[config.mk]
export PLATFORM = sky130hd
export DESIGN_NAME = uart_frame_deframer_crc16_flat
export DESIGN_NICKNAME = d
export VERILOG_FILES = /design/src/rtl/core/ufd_pkg.sv /design/src/rtl/core/ufd_ifs.sv /design/src/rtl/core/ufd_parser.sv /design/src/rtl/core/uart_frame_deframer_crc16.sv /design/src/flat_wrapper.sv
export SDC_FILE = /design/constraint.sdc
export NUM_CORES = 1
export LEC_CHECK = 0
export BUFFER_PORTS_ARGS = -buffer_cell sky130_fd_sc_hd__buf_2
export CORE_MARGIN = 2
export CORE_UTILIZATION = 50
export DETAILED_ROUTE_END_ITERATION = 10
export GPL_TIMING_DRIVEN = 0
export PLACE_DENSITY = 0.69
export SYNTH_ARGS = -nofsm -noshare
export SYNTH_HDL_FRONTEND = slang
export SYNTH_SLANG_ARGS = --single-unit
[constraint.sdc]
create_clock -name clock -period 16.4 [get_ports clock]
set_clock_uncertainty 0.1 [all_clocks]
set_input_delay 0.82 -clock clock [delete_from_list [all_inputs] [get_ports clock]]
set_output_delay 0.82 -clock clock [all_outputs]
set_load 0.03 [all_outputs]
[src/rtl/core/ufd_pkg.sv]
// ----------------------------------------------------------------------------
// ufd_pkg
// Types, codes and the CRC-16 byte update shared by the frame deframer.
// ----------------------------------------------------------------------------
package ufd_pkg;

   localparam logic [7:0]  START_SYMBOL_RESET = 8'hA5;
   localparam logic [15:0] CRC_POLY           = 16'h1021;
   localparam logic [15:0] HDR_BYTES          = 16'd6;

   // item kinds
   localparam logic KIND_DATA   = 1'b0;
   localparam logic KIND_STATUS = 1'b1;

   // frame status codes
   localparam logic [1:0] STAT_GOOD    = 2'd0;
   localparam logic [1:0] STAT_CRC_ERR = 2'd1;
   localparam logic [1:0] STAT_LEN_ERR = 2'd2;

   // frame positions
   localparam logic [1:0] POS_MIDDLE = 2'd0;
   localparam logic [1:0] POS_LAST   = 2'd1;
   localparam logic [1:0] POS_FIRST  = 2'd2;
   localparam logic [1:0] POS_ONLY   = 2'd3;

   typedef enum logic [2:0] {
      PH_HUNT   = 3'd0,
      PH_CTRL   = 3'd1,
      PH_LEN_LO = 3'd2,
      PH_LEN_HI = 3'd3,
      PH_DATA   = 3'd4,
      PH_CRC_LO = 3'd5,
      PH_CRC_HI = 3'd6
   } phase_type;

   typedef struct packed {
      logic        item_kind;
      logic [7:0]  payload_byte;
      logic [1:0]  frame_status;
      logic [1:0]  frame_position;
      logic [1:0]  device_id;
      logic [3:0]  continuity_index;
      logic [15:0] data_length;
      logic [15:0] received_crc;
      logic [15:0] computed_crc;
      logic [7:0]  packet_type;
      logic [15:0] packet_command;
      logic [15:0] packet_length;
   } rsp_item_type;

   // XMODEM CRC-16, MSB first, one byte
   function automatic logic [15:0] crc_byte(input logic [15:0] crc, input logic [7:0] b);
      logic [15:0] c;
      c = crc ^ {b, 8'h00};
      for (int k = 0; k < 8; k++) begin
         if (c[15]) begin
            c = {c[14:0], 1'b0} ^ CRC_POLY;
         end else begin
            c = {c[14:0], 1'b0};
         end
      end
      return c;
   endfunction

endpackage

[src/rtl/core/ufd_ifs.sv]
// ----------------------------------------------------------------------------
// ufd interfaces
// Valid/ready channels for received bytes, result items and the CSR write.
// ----------------------------------------------------------------------------
interface ufd_req_if;
   logic       valid;
   logic       ready;
   logic [7:0] rx_byte;
   modport source (output valid, output rx_byte, input ready);
   modport sink   (input valid, input rx_byte, output ready);
endinterface

interface ufd_rsp_if import ufd_pkg::*; ();
   logic         valid;
   logic         ready;
   rsp_item_type item;
   modport source (output valid, output item, input ready);
   modport sink   (input valid, input item, output ready);
endinterface

interface ufd_csr_if;
   logic       valid;
   logic       ready;
   logic [7:0] data;
   modport source (output valid, output data, input ready);
   modport sink   (input valid, input data, output ready);
endinterface

[src/rtl/core/ufd_parser.sv]
// ----------------------------------------------------------------------------
// ufd_parser
// Frame state machine with running CRC; forms a result for each payload byte and a status result at each frame end.
// ----------------------------------------------------------------------------
module ufd_parser import ufd_pkg::*; (
   input  logic         clock,
   input  logic         reset,
   input  logic         accept,
   input  logic [7:0]   rx_byte,
   input  logic [7:0]   start_symbol,
   output logic         has_result,
   output rsp_item_type result
);

   phase_type   phase_ff, phase_in;
   logic [15:0] crc_ff, crc_in;
   logic [15:0] dlen_ff, dlen_in;
   logic [15:0] count_ff, count_in;
   logic [7:0]  ctrl_ff, ctrl_in;
   logic [7:0]  crc_lo_ff, crc_lo_in;
   logic [7:0]  ptype_ff, ptype_in;
   logic [15:0] pcmd_ff, pcmd_in;
   logic [15:0] plen_ff, plen_in;

   logic [15:0] crc_next;
   logic [15:0] count_inc;
   logic [15:0] rx_crc;
   logic [1:0]  pos;
   logic        hdr_frame;
   logic [1:0]  pad;
   logic [17:0] len_sum;
   logic [1:0]  status;

   always_ff @(posedge clock) begin
      if (reset) begin
         phase_ff  <= PH_HUNT;
         crc_ff    <= '0;
         dlen_ff   <= '0;
         count_ff  <= '0;
         ctrl_ff   <= '0;
         crc_lo_ff <= '0;
         ptype_ff  <= '0;
         pcmd_ff   <= '0;
         plen_ff   <= '0;
      end else if (accept) begin
         phase_ff  <= phase_in;
         crc_ff    <= crc_in;
         dlen_ff   <= dlen_in;
         count_ff  <= count_in;
         ctrl_ff   <= ctrl_in;
         crc_lo_ff <= crc_lo_in;
         ptype_ff  <= ptype_in;
         pcmd_ff   <= pcmd_in;
         plen_ff   <= plen_in;
      end
   end

   assign crc_next  = crc_byte(crc_ff, rx_byte);
   assign count_inc = count_ff + 16'd1;
   assign rx_crc    = {rx_byte, crc_lo_ff};
   assign pos       = ctrl_ff[3:2];
   assign hdr_frame = (pos == POS_ONLY) || (pos == POS_FIRST);
   assign pad       = 2'(3'd4 - {1'b0, plen_ff[1:0]});
   assign len_sum   = 18'(HDR_BYTES) + {2'b00, plen_ff} + {16'd0, pad};

   always_comb begin
      if (rx_crc != crc_ff) begin
         status = STAT_CRC_ERR;
      end else if (pos == POS_ONLY) begin
         if ((dlen_ff >= HDR_BYTES) && (plen_ff == 16'd0)) begin
            status = STAT_GOOD;
         end else if ((dlen_ff > HDR_BYTES) && (len_sum == {2'b00, dlen_ff})) begin
            status = STAT_GOOD;
         end else begin
            status = STAT_LEN_ERR;
         end
      end else begin
         status = STAT_GOOD;
      end
   end

   always_comb begin
      phase_in   = phase_ff;
      crc_in     = crc_ff;
      dlen_in    = dlen_ff;
      count_in   = count_ff;
      ctrl_in    = ctrl_ff;
      crc_lo_in  = crc_lo_ff;
      ptype_in   = ptype_ff;
      pcmd_in    = pcmd_ff;
      plen_in    = plen_ff;
      has_result = 1'b0;
      result     = '0;
      case (phase_ff)
         PH_CTRL: begin
            ctrl_in  = rx_byte;
            crc_in   = crc_next;
            phase_in = PH_LEN_LO;
         end
         PH_LEN_LO: begin
            dlen_in  = {8'h00, rx_byte};
            crc_in   = crc_next;
            phase_in = PH_LEN_HI;
         end
         PH_LEN_HI: begin
            dlen_in  = {rx_byte, dlen_ff[7:0]};
            crc_in   = crc_next;
            count_in = '0;
            phase_in = ({rx_byte, dlen_ff[7:0]} == 16'd0) ? PH_CRC_LO : PH_DATA;
         end
         PH_DATA: begin
            crc_in = crc_next;
            // capture the packet header from the first payload bytes
            case (count_ff)
               16'd0:   ptype_in = rx_byte;
               16'd1:   pcmd_in  = {pcmd_ff[15:8], rx_byte};
               16'd2:   pcmd_in  = {rx_byte, pcmd_ff[7:0]};
               16'd4:   plen_in  = {plen_ff[15:8], rx_byte};
               16'd5:   plen_in  = {rx_byte, plen_ff[7:0]};
               default: ;
            endcase
            count_in = count_inc;
            if (count_inc == dlen_ff) begin
               phase_in = PH_CRC_LO;
            end
            has_result          = 1'b1;
            result.item_kind    = KIND_DATA;
            result.payload_byte = rx_byte;
         end
         PH_CRC_LO: begin
            crc_lo_in = rx_byte;
            phase_in  = PH_CRC_HI;
         end
         PH_CRC_HI: begin
            has_result              = 1'b1;
            result.item_kind        = KIND_STATUS;
            result.frame_status     = status;
            result.frame_position   = pos;
            result.device_id        = ctrl_ff[1:0];
            result.continuity_index = ctrl_ff[7:4];
            result.data_length      = dlen_ff;
            result.received_crc     = rx_crc;
            result.computed_crc     = crc_ff;
            if (hdr_frame) begin
               result.packet_type    = ptype_ff;
               result.packet_command = pcmd_ff;
               result.packet_length  = plen_ff;
            end
            phase_in = PH_HUNT;
         end
         default: begin
            // hunt; unused phase codes land here too
            phase_in = PH_HUNT;
            if (rx_byte == start_symbol) begin
               crc_in    = crc_byte(16'h0000, rx_byte);
               dlen_in   = '0;
               count_in  = '0;
               ctrl_in   = '0;
               crc_lo_in = '0;
               ptype_in  = '0;
               pcmd_in   = '0;
               plen_in   = '0;
               phase_in  = PH_CTRL;
            end
         end
      endcase
   end

endmodule

[src/rtl/core/uart_frame_deframer_crc16.sv]
// A result item is registered into the output register, or into the skid while the output register is held.
// Throughput: one byte per cycle while req is ready; the CRC update and parse step are done as each byte transfers.
// A two-entry output stage (result register plus skid) keeps req ready while
// one result waits on rsp; req stalls only when both entries are full.
// Reset (synchronous, active high): parser hunts for the start symbol,
// output stage empties, start symbol returns to 0xA5.
// ----------------------------------------------------------------------------
// uart_frame_deframer_crc16
// Byte-serial frame deframer with XMODEM CRC-16 check and packet header decode.
// ----------------------------------------------------------------------------
module uart_frame_deframer_crc16 import ufd_pkg::*; (
   input  logic        clock,
   input  logic        reset,
   ufd_req_if.sink     req,
   ufd_rsp_if.source   rsp,
   ufd_csr_if.sink     csr
);

   logic [7:0]   start_symbol_ff;
   logic         accept;
   logic         has_result;
   rsp_item_type result;
   logic         push;
   logic         pop;

   logic         out_valid_ff;
   rsp_item_type out_item_ff;
   logic         skid_valid_ff;
   rsp_item_type skid_item_ff;

   assign csr.ready = 1'b1;

   always_ff @(posedge clock) begin
      if (reset) begin
         start_symbol_ff <= START_SYMBOL_RESET;
      end else if (csr.valid) begin
         start_symbol_ff <= csr.data;
      end
   end

   assign req.ready = !skid_valid_ff;
   assign accept    = req.valid && req.ready;

   ufd_parser u_parser (
      .clock        (clock),
      .reset        (reset),
      .accept       (accept),
      .rx_byte      (req.rx_byte),
      .start_symbol (start_symbol_ff),
      .has_result   (has_result),
      .result       (result)
   );

   assign push = accept && has_result;
   assign pop  = out_valid_ff && rsp.ready;

   always_ff @(posedge clock) begin
      if (reset) begin
         out_valid_ff  <= 1'b0;
         skid_valid_ff <= 1'b0;
      end else if (skid_valid_ff) begin
         // req is stalled; drain skid into the output register
         if (pop) begin
            skid_valid_ff <= 1'b0;
         end
      end else if (push && out_valid_ff && !pop) begin
         skid_valid_ff <= 1'b1;
      end else if (push) begin
         out_valid_ff <= 1'b1;
      end else if (pop) begin
         out_valid_ff <= 1'b0;
      end
   end

   always_ff @(posedge clock) begin
      if (skid_valid_ff) begin
         if (pop) begin
            out_item_ff <= skid_item_ff;
         end
      end else if (push && out_valid_ff && !pop) begin
         skid_item_ff <= result;
      end else if (push) begin
         out_item_ff <= result;
      end
   end

   assign rsp.valid = out_valid_ff;
   assign rsp.item  = out_item_ff;

endmodule

[src/flat_wrapper.sv]
// flat-port wrapper written by rule: the top's interface ports become plain ports
module uart_frame_deframer_crc16_flat import ufd_pkg::*;
  (clock, reset, req_valid, req_rx_byte, req_ready, rsp_valid, rsp_item, rsp_ready, csr_valid, csr_data, csr_ready);
  ufd_req_if req_i ();
  ufd_rsp_if rsp_i ();
  ufd_csr_if csr_i ();
  input  logic clock;
  input  logic reset;
  input wire logic [$bits(req_i.valid)-1:0] req_valid;
  input wire logic [$bits(req_i.rx_byte)-1:0] req_rx_byte;
  output wire logic [$bits(req_i.ready)-1:0] req_ready;
  output wire logic [$bits(rsp_i.valid)-1:0] rsp_valid;
  output wire logic [$bits(rsp_i.item)-1:0] rsp_item;
  input wire logic [$bits(rsp_i.ready)-1:0] rsp_ready;
  input wire logic [$bits(csr_i.valid)-1:0] csr_valid;
  input wire logic [$bits(csr_i.data)-1:0] csr_data;
  output wire logic [$bits(csr_i.ready)-1:0] csr_ready;
  assign req_i.valid = req_valid;
  assign req_i.rx_byte = req_rx_byte;
  assign req_ready = req_i.ready;
  assign rsp_valid = rsp_i.valid;
  assign rsp_item = rsp_i.item;
  assign rsp_i.ready = rsp_ready;
  assign csr_i.valid = csr_valid;
  assign csr_i.data = csr_data;
  assign csr_ready = csr_i.ready;
  uart_frame_deframer_crc16 u_core (.clock(clock), .reset(reset), .req(req_i), .rsp(rsp_i), .csr(csr_i));
endmodule
==> flow_metrics.env, run 1 <==
export IMPL_status="finished, final reports clean"
export IMPL_cap_violations=0
export IMPL_ys_seq_elements=331
export IMPL_area_growth_pct=16.1
export IMPL_netlist_cell_type_count=76
export IMPL_netlist_area_sq_um=15300
export IMPL_multi_input_area_sq_um=6060
export IMPL_vdd_drop_max_v=0.0000593
export IMPL_postRouteAntennaNets=0
export IMPL_yosys_area_top_type="edfxtp_1"
export IMPL_dieWidth_um=179
export IMPL_antenna_found_initial=0
export IMPL_required_ps=16580
export IMPL_insertion_delay_ps=540
export IMPL_synth_edf_count=214
export IMPL_postCtsResizedCells=0
export IMPL_clkTransAtPathRegs_ps=60
export IMPL_cts_tree="yes"
export IMPL_final_hold_viol_count=0
export IMPL_grt_max_degree=57
export IMPL_fin_nets=1528
export IMPL_cts_buffer_depth=3
export IMPL_maxClockFrequency_mhz=269
export IMPL_grt_first_pass_wirelength_um=59300
export IMPL_slew_headroom=0.185
export IMPL_crit_arrival_ps=3910
export IMPL_layout_drive_gt1_share=0.215
export IMPL_drtIter0Drc=1158
export IMPL_yosysSeqAreaShare=0.573
export IMPL_htree_num_levels=2
export IMPL_async_flop_share=0
export IMPL_seqCellArea_sq_um=8770
export IMPL_synth_common_cells="214 x edfxtp_1, 117 x dfxtp_1, 101 x nor2_1"
export IMPL_setup_tns_ps=0
export IMPL_cts_setup_buffers=0
export IMPL_drv_slew=0
export IMPL_synth_top_area_frac=0.420
export IMPL_place_inst=1850
export IMPL_n_fill_cell=2504
export IMPL_dpl_hpwl_um=27000
export IMPL_drc=0
export IMPL_pwr_density_cell_nw_per_um2=102
export IMPL_period_minus_slack_ps=3720
export IMPL_vias=11009
export IMPL_synth_warnings=0
export IMPL_rows=64
export IMPL_gp_congestion=0.885
export IMPL_ys_top_cells_by_area="edfxtp_1 42%, dfxtp_1 15%, mux2_2 7.2%"
export IMPL_clock_sinks=331
export IMPL_die_area_sq_um=32000
export IMPL_finalCritPeriodShare=0.227
export IMPL_ys_flop_type="edfxtp_1"
export IMPL_grt_usage=0.242
export IMPL_floorplan_initialDensity=0.504
export IMPL_io_pins=131
export IMPL_reg2regPathDepth=13
export IMPL_numCtsBuffers=36
export IMPL_synth_cells=1322
export IMPL_critPathKind="reg -> reg"
export IMPL_avgSynthCellArea_sq_um=11.6
export IMPL_antenna_cells=0
export IMPL_crit_chain="inv_1 -> ha_1 -> xnor2_1 -> ha_1 -> inv_1 -> fa_1 -> nor2b_1 -> o211a_1 -> mux2_2 -> mux2i_1 -> a22o_1 -> nand4b_1 -> a22o_1"
export IMPL_hold_class="reg -> reg"
export IMPL_yosysMostFrequentCell="edfxtp_1"
export IMPL_routed_wl_um=38600
export IMPL_fp_dieH_um=179
export IMPL_cp_start_kind="flop"
export IMPL_wl_per_cell_um=20.1
export IMPL_final_cells=1916
export IMPL_min_path_cells=2
export IMPL_p_leak_nw=7.08
export IMPL_hold_buffers=0
export IMPL_grt_pass1_vias=10589
export IMPL_dr_pass1_iters=5
export IMPL_rsz0062_at_grt="false"
export IMPL_setup_violations=0
export IMPL_crit_fanout=4
export IMPL_synth_fp_nets=1358
export IMPL_core_sq_um=30300
export IMPL_tightest_slew_ps=1210
export IMPL_port_buffers=124
export IMPL_slowest_stage="fa_1"
export IMPL_cp_slowest_stage_delay_ps=420
export IMPL_grt_overflow=0
export IMPL_worstSetupEndpointType="flop"
export IMPL_viasPerCell=5.75
export IMPL_cts_root_buf="clkbuf_16"
## logic make-up after synthesis
group / after synthesis / share of synthesized area
xor+xnor: 102 / 0.0584
buf+inv: 117 / 0.0314
other cells: 1 / 0.000245
fa+ha+maj: 15 / 0.0128
mux: 120 / 0.0865
simple gates: 442 / 0.156
flops: 331 / 0.573
compound gates: 194 / 0.0823
## report_power, final
part	leakage, nW	internal, mW	total, mW	switching (mW)
registers	3.12	0.884	0.892	0.00724
clock network	0.587	0.490	0.828	0.339
logic	3.38	0.0315	0.0906	0.0591
total	7.08	1.41	1.81	0.405
## per-layer routing
layer  wire (um)  global-route usage
met1       17400               0.347
met2       17500               0.380
met3        2710              0.0388
met5           0                   0
met4         932              0.0701
## worst max-delay path, delay by kind of cell (launching register included)
family / cells / cell delay, ps
buf+inv: 2 / 150
compound gates: 3 / 750
flops: 1 / 380
fa+ha+maj: 3 / 960
mux: 2 / 470
xor+xnor: 1 / 150
simple gates: 2 / 510
## per-stage QoR
| stage | setup slack (ps) | hold WS [ps] | area (sq um) | total power [mW] | utilization |
|---|---|---|---|---|---|
| after floorplan | 9110 | 327 | 15300 | 0.971 | - |
| after global placement | 6680 | 336 | 16400 | 0.997 | 0.541 |
| after detailed placement | 12740 | 341 | 16600 | 0.998 | 0.546 |
| after CTS | 12730 | 349 | 17800 | 1.82 | 0.585 |
| after global routing | 12430 | 362 | 17800 | 1.86 | 0.585 |
| final | 12680 | 347 | 17800 | 1.81 | 0.585 |
## final timing paths
check | start | end | slack, ps
worst min-delay path | u_core.u_parser.pcmd_ff[9] | u_core.u_parser.pcmd_ff[9] | 350
worst max-delay path | u_core.u_parser.plen_ff[1] | u_core.rsp.item[97] | 12680
worst max register to register | u_core.u_parser.plen_ff[1] | u_core.rsp.item[97] | 12680
worst min register to register | u_core.u_parser.pcmd_ff[9] | u_core.u_parser.pcmd_ff[9] | 350
## area by class of cell
type | count | share of cell area
sequential | 331 | 0.494
multi-input combinational | 874 | 0.341
clock buffer | 47 | 0.0553
timing repair buffer | 132 | 0.0422
tap | 396 | 0.0279
buffer | 87 | 0.0207
clock inverter | 19 | 0.0125
inverter | 30 | 0.00634
## cell usage in the layout (no fill, tap or decap), types with 22 or more instances in the layout
master | Yosys | layout
a21oi_1 | 68 | 68
a22oi_1 | 25 | 24
and2_1 | 48 | 48
and3_1 | 62 | 61
buf_2 | 14 | 138
clkbuf_1 | 61 | 68
clkbuf_16 | 0 | 36
dfxtp_1 | 117 | 117
edfxtp_1 | 214 | 214
inv_1 | 27 | 27
mux2_2 | 98 | 98
mux2i_1 | 22 | 22
nand2_1 | 84 | 84
nor2_1 | 101 | 101
o21ai_0 | 31 | 31
or3_1 | 40 | 40
xnor2_1 | 54 | 54
xor2_1 | 48 | 48
## state kept, by name, summed over array words and instances (netlist names)
name and count:
u_core.rsp.valid 1, u_core.u_parser.plen_ff 16, u_core.rsp.item 107, u_core.skid_valid_ff 1, u_core.u_parser.ctrl_ff 8, u_core.u_parser.phase_ff 3, u_core.u_parser.pcmd_ff 16, u_core.u_parser.crc_lo_ff 8
u_core.u_parser.crc_ff 16, u_core.u_parser.count_ff 16, u_core.u_parser.dlen_ff 16, u_core.start_symbol_ff 8, u_core.u_parser.ptype_ff 8, u_core.skid_item_ff 107
Note: power is estimated with default switching activity, not from simulation.
==> run 2: changes to the inputs <==
--- a/config.mk
+++ b/config.mk
@@ -10,7 +10,7 @@
 export CORE_UTILIZATION = 50
 export DETAILED_ROUTE_END_ITERATION = 10
 export GPL_TIMING_DRIVEN = 0
-export PLACE_DENSITY = 0.69
+export PLACE_DENSITY = 0.71
 export SYNTH_ARGS = -nofsm -noshare
 export SYNTH_HDL_FRONTEND = slang
 export SYNTH_SLANG_ARGS = --single-unit
==> constraint.sdc (replaced) <==
create_clock -name clock -period 3.3 [get_ports clock]
set_clock_uncertainty 0.1 [all_clocks]
set_input_delay 0.165 -clock clock [delete_from_list [all_inputs] [get_ports clock]]
set_output_delay 0.165 -clock clock [all_outputs]
set_load 0.03 [all_outputs]
==> flow_metrics.env, run 2 (synthesis results as in run 1) <==
export IMPL_io_pins=131
export IMPL_p_leak_nw=7.21
export IMPL_holdPathEnd="u_core.u_parser.dlen_ff[1]"
export IMPL_setup_tns_ps=-27.8
export IMPL_fp_dieH_um=179
export IMPL_clkTransAtPathRegs_ps=60
export IMPL_critPathKind="reg -> reg"
export IMPL_routed_wl_um=38500
export IMPL_vias=11128
export IMPL_pwr_share_clk=0.451
export IMPL_grt_usage=0.242
export IMPL_fin_nets=1550
export IMPL_antenna_cells=0
export IMPL_grt_first_pass_wirelength_um=59900
export IMPL_p_switching_mw=1.96
export IMPL_drtIter0Drc=1108
export IMPL_fin_ws_ps=-27.8
export IMPL_die_area_sq_um=32000
export IMPL_postRouteAntennaNets=0
export IMPL_seq_power_share=0.496
export IMPL_core_sq_um=30300
export IMPL_antenna_found_initial=0
export IMPL_layout_drive_gt1_share=0.233
export IMPL_reg2regPathDepth=13
export IMPL_grt_overflow=0
export IMPL_worst_hold_startpoint="req_rx_byte[1]"
export IMPL_required_ps=3450
export IMPL_timing_rr_end="u_core.rsp.item[97]"
export IMPL_cap_violations=0
export IMPL_regToRegSetupSlack_ps=-30
export IMPL_drv_slew=0
export IMPL_rsz0062_at_grt="true"
export IMPL_crit_chain="inv_2 -> ha_4 -> xnor2_2 -> ha_2 -> inv_2 -> fa_2 -> nor2b_4 -> o211a_1 -> mux2_4 -> mux2i_1 -> a22o_1 -> nand4b_1 -> a22o_1"
export IMPL_cts_tree="yes"
export IMPL_hold_class="in -> reg"
export IMPL_grt_max_degree=56
export IMPL_cts_root_buf="clkbuf_16"
export IMPL_dr_pass1_iters=6
export IMPL_vdd_drop_max_v=0.000382
export IMPL_rows=64
export IMPL_final_common_cell="edfxtp_1"
export IMPL_whs_ps=60.6
export IMPL_insertion_delay_ps=520
export IMPL_port_buffers=124
export IMPL_cts_buffer_depth=3
export IMPL_layout_common_cells="214 x edfxtp_1, 138 x buf_2, 113 x dfxtp_1"
export IMPL_viasPerCell=5.75
export IMPL_critical_path_top_delay_family="adder cells"
export IMPL_clock_sinks=331
export IMPL_path_buf_inv=2
export IMPL_slowest_stage="fa_2"
export IMPL_status="finished with violations"
export IMPL_numCtsBuffers=36
export IMPL_htree_num_levels=2
export IMPL_intPower_mw=6.97
export IMPL_grt_pass1_vias=10652
export IMPL_violations="negative setup slack"
export IMPL_dpl_hpwl_um=26400
export IMPL_floorplan_initialDensity=0.504
export IMPL_slew_headroom=0.176
export IMPL_min_path_cells=3
export IMPL_dieWidth_um=179
export IMPL_gp_congestion=0.886
export IMPL_setup_violations=1
export IMPL_wl_per_cell_um=19.9
export IMPL_tightest_slew_ps=1230
export IMPL_swShare=0.219
export IMPL_finalCritPeriodShare=1.01
export IMPL_power_frac_comb=0.053
export IMPL_finalPower_mw=8.93
export IMPL_pwr_density_cell_nw_per_um2=494
export IMPL_cp_slowest_stage_delay_ps=380
export IMPL_period_minus_slack_ps=3330
export IMPL_r2r_start="u_core.u_parser.plen_ff[1]"
export IMPL_drc=0
export IMPL_worstSetupEndpointType="flop"
export IMPL_cp_start_kind="flop"
export IMPL_final_hold_viol_count=0
export IMPL_area_growth_pct=18.0
export IMPL_maxClockFrequency_mhz=300
export IMPL_crit_arrival_ps=3480
export IMPL_crit_fanout=3
[run 2: how the worst max path moves through the flow]
stage,depth (start not counted),startpoint,to
global route,13,u_core.u_parser.plen_ff[1],u_core.rsp.item[97]
global placement,4,u_core.skid_valid_ff,u_core.rsp.item[81]
finish,13,u_core.u_parser.plen_ff[1],u_core.rsp.item[97]
floorplan,6,u_core.u_parser.phase_ff[0],u_core.rsp.item[0]
detailed placement,13,u_core.u_parser.plen_ff[1],u_core.rsp.item[97]
CTS,13,u_core.u_parser.plen_ff[0],u_core.rsp.item[97]
[run 2: power by group through the flow]
| stage | Combinational, mW | Sequential [mW] | Clock (mW) |
|---|---|---|---|
| finish | 0.470 | 4.43 | 4.03 |
| global route | 0.511 | 4.43 | 4.25 |
| CTS | 0.461 | 4.43 | 4.08 |
| detailed placement | 0.446 | 4.52 | 0 |
| global placement | 0.437 | 4.52 | 0 |
| floorplan | 0.319 | 4.51 | 0 |
[run 2: repair_timing]
item | in CTS | in global routing
resized for setup | 11 | 8
pin swaps | 7 | 13
setup buffers | 7 | 5
hold endpoints to repair | 14 | 0
hold buffers | 12 | 0
setup endpoints to repair | 2 | 21
[run 2: final cells by class]
class	instances	area [sq um]
buffer	87	379
clock inverter	23	218
tap	396	495
fill	2423	12300
multi-input combinational	874	6160
sequential	331	8780
clock buffer	41	962
timing repair buffer	154	945
inverter	30	119
[run 2: worst min-delay path, delay by kind of cell]
kind / cells / cell delay [ps]
AO/OA/AOI/OAI: 2 / 230
buffers and inverters: 1 / 230
[run 2: routing by layer]
metal	global-route usage	routed length, um
met1	0.344	17100
met2	0.383	17900
met3	0.0418	2720
met4	0.0657	827
met5	0	0
[run 2: stage by stage]
step,utilization,cells,cell area (sq um),setup WS [ps]
4_1_cts,0.593,1932,18000,0.247
3_5_place_dp,0.547,1849,16600,-402
5_1_grt,0.595,1936,18100,-28.5
3_3_place_gp,0.543,1842,16500,-2480
2_1_floorplan,-,1322,15400,-1250
6_report,0.595,1936,18100,-27.8
==> run 3: changes to the inputs <==
--- a/config.mk
+++ b/config.mk
@@ -5,12 +5,12 @@
 export SDC_FILE = /design/constraint.sdc
 export NUM_CORES = 1
 export LEC_CHECK = 0
-export BUFFER_PORTS_ARGS = -buffer_cell sky130_fd_sc_hd__buf_2
 export CORE_MARGIN = 2
 export CORE_UTILIZATION = 50
 export DETAILED_ROUTE_END_ITERATION = 10
+export DONT_BUFFER_PORTS = 1
 export GPL_TIMING_DRIVEN = 0
-export PLACE_DENSITY = 0.71
+export PLACE_DENSITY = 0.68
 export SYNTH_ARGS = -nofsm -noshare
 export SYNTH_HDL_FRONTEND = slang
 export SYNTH_SLANG_ARGS = --single-unit
==> flow_metrics.env, run 3 (synthesis results as in run 1) <==
export IMPL_status="finished with violations"
export IMPL_violations="negative setup slack"
export IMPL_setup_tns_ps=-37.2
export IMPL_setup_violations=1
export IMPL_cap_violations=0
export IMPL_grt_max_degree=60
export IMPL_critPathKind="reg -> reg"
export IMPL_antenna_found_initial=0
export IMPL_fp_dieH_um=179
export IMPL_die_area_sq_um=32000
export IMPL_cts_root_buf="clkbuf_16"
export IMPL_gp_congestion=0.921
export IMPL_wl_per_cell_um=20.8
export IMPL_cp_start_kind="flop"
export IMPL_fin_ws_ps=-37.2
export IMPL_final_area_sq_um=17500
export IMPL_dieWidth_um=179
export IMPL_routed_wl_um=37600
export IMPL_vdd_drop_max_v=0.000338
export IMPL_required_ps=3460
export IMPL_maxClockFrequency_mhz=300
export IMPL_hold_class="in -> reg"
export IMPL_cp_slowest_stage_delay_ps=470
export IMPL_final_cells=1814
export IMPL_rsz0062_at_grt="true"
export IMPL_m1WireLength_um=16900
export IMPL_layout_drive_gt1_share=0.166
export IMPL_route_met2_wl_um=16700
export IMPL_top_layer="met4"
export IMPL_crit_arrival_ps=3500
export IMPL_insertion_delay_ps=530
export IMPL_io_pins=131
export IMPL_crit_chain="inv_2 -> ha_4 -> xnor2_2 -> ha_2 -> buf_4 -> a211o_1 -> o211ai_1 -> o21a_1 -> or4_1 -> a31oi_1 -> nand4b_1 -> a22o_1"
export IMPL_tightest_slew_ps=1110
export IMPL_critical_path_top_delay_family="compound AO/OA/AOI/OAI gates"
export IMPL_slew_headroom=0.256
export IMPL_htree_num_levels=2
export IMPL_path_buf_inv=2
export IMPL_regToRegSetupSlack_ps=-40
export IMPL_dpl_hpwl_um=25600
export IMPL_grt_overflow=0
export IMPL_core_sq_um=30300
export IMPL_antenna_cells=0
export IMPL_vias=10669
export IMPL_fin_nets=1426
export IMPL_dpl_worst_slack_ps=-346
export IMPL_clock_sinks=331
export IMPL_finalCritPeriodShare=1.01
export IMPL_area_growth_pct=14.2
export IMPL_worstSetupEndpointType="flop"
export IMPL_crit_fanout=7
export IMPL_final_hold_viol_count=0
export IMPL_drtIter0Drc=1103
export IMPL_viasPerCell=5.88
export IMPL_drc=0
export IMPL_period_minus_slack_ps=3340
export IMPL_dr_pass1_iters=5
export IMPL_pwr_density_cell_nw_per_um2=516
export IMPL_grt_pass1_vias=10227
export IMPL_final_common_cell="edfxtp_1"
export IMPL_postRouteAntennaNets=0
export IMPL_drv_slew=0
export IMPL_p_leak_nw=6.63
export IMPL_dpl_instance_area_sq_um=16000
export IMPL_place_inst=1725
export IMPL_rows=64
export IMPL_numCtsBuffers=36
export IMPL_finish_utilization=0.576
export IMPL_grt_first_pass_wirelength_um=58600
export IMPL_route_met3_wl_um=3010
export IMPL_clkTransAtPathRegs_ps=60
export IMPL_port_buffers=0
export IMPL_floorplan_initialDensity=0.504
export IMPL_layout_common_cells="214 x edfxtp_1, 113 x dfxtp_1, 100 x nor2_1"
export IMPL_slowest_stage="or4_1"
export IMPL_grt_usage=0.237
export IMPL_cts_tree="yes"
export IMPL_cts_buffer_depth=3
==> run 3: path summary, 6_finish.rpt <==
kind,startpoint,end,depth (start not counted)
setup / recovery,u_core.u_parser.plen_ff[1],u_core.rsp.item[97],12
hold / removal,req_rx_byte[2],u_core.u_parser.dlen_ff[2],3
setup reg to reg,u_core.u_parser.plen_ff[1],u_core.rsp.item[97],12
hold reg to reg,u_core.u_parser.pcmd_ff[5],u_core.u_parser.pcmd_ff[5],2
==> run 3: tightest hold or removal path, delay by kind of cell <==
kind	cells	cell delay [ps]
AOI/OAI and AO/OA	2	250
buffers and inverters	1	220
==> run 3: stage by stage <==
| stage | total power, mW | hold WS (ps) |
|---|---|---|
| 5_1_grt | 9.30 | 74.6 |
| 3_3_place_gp | 4.94 | 169 |
| 2_1_floorplan | 4.83 | 166 |
| 6_report | 9.02 | 66.2 |
| 4_1_cts | 9.09 | 38.0 |
| 3_5_place_dp | 4.95 | 178 |
==> run 3: area by class of cell <==
type,instances,area [sq um]
tap,396,495
fill,2442,12900
sequential,331,8780
multi-input combinational,874,6150
timing repair buffer,30,340
buffer,87,379
clock buffer,49,1010
inverter,30,119
clock inverter,17,213
==> run 3: metal layers <==
metal	GRT usage	vias to the layer above
met5	0	-
met4	0.0749	0
met3	0.0460	77
met2	0.366	483
met1	0.336	5176
li1	-	4933
==> run 3: what timing repair did <==
action	4_1_cts	5_1_grt
endpoints found under the hold margin	15	0
buffers inserted	6	2
hold buffers	15	0
pin swaps	7	8
resized for setup	11	2
setup endpoints to repair	2	19
==> run 3: report_power, final <==
group          total [mW]  switching, mW  internal, mW
clock network        4.13           1.64          2.49
logic               0.453          0.286         0.167
registers            4.44         0.0433          4.39
total                9.02           1.97          7.05
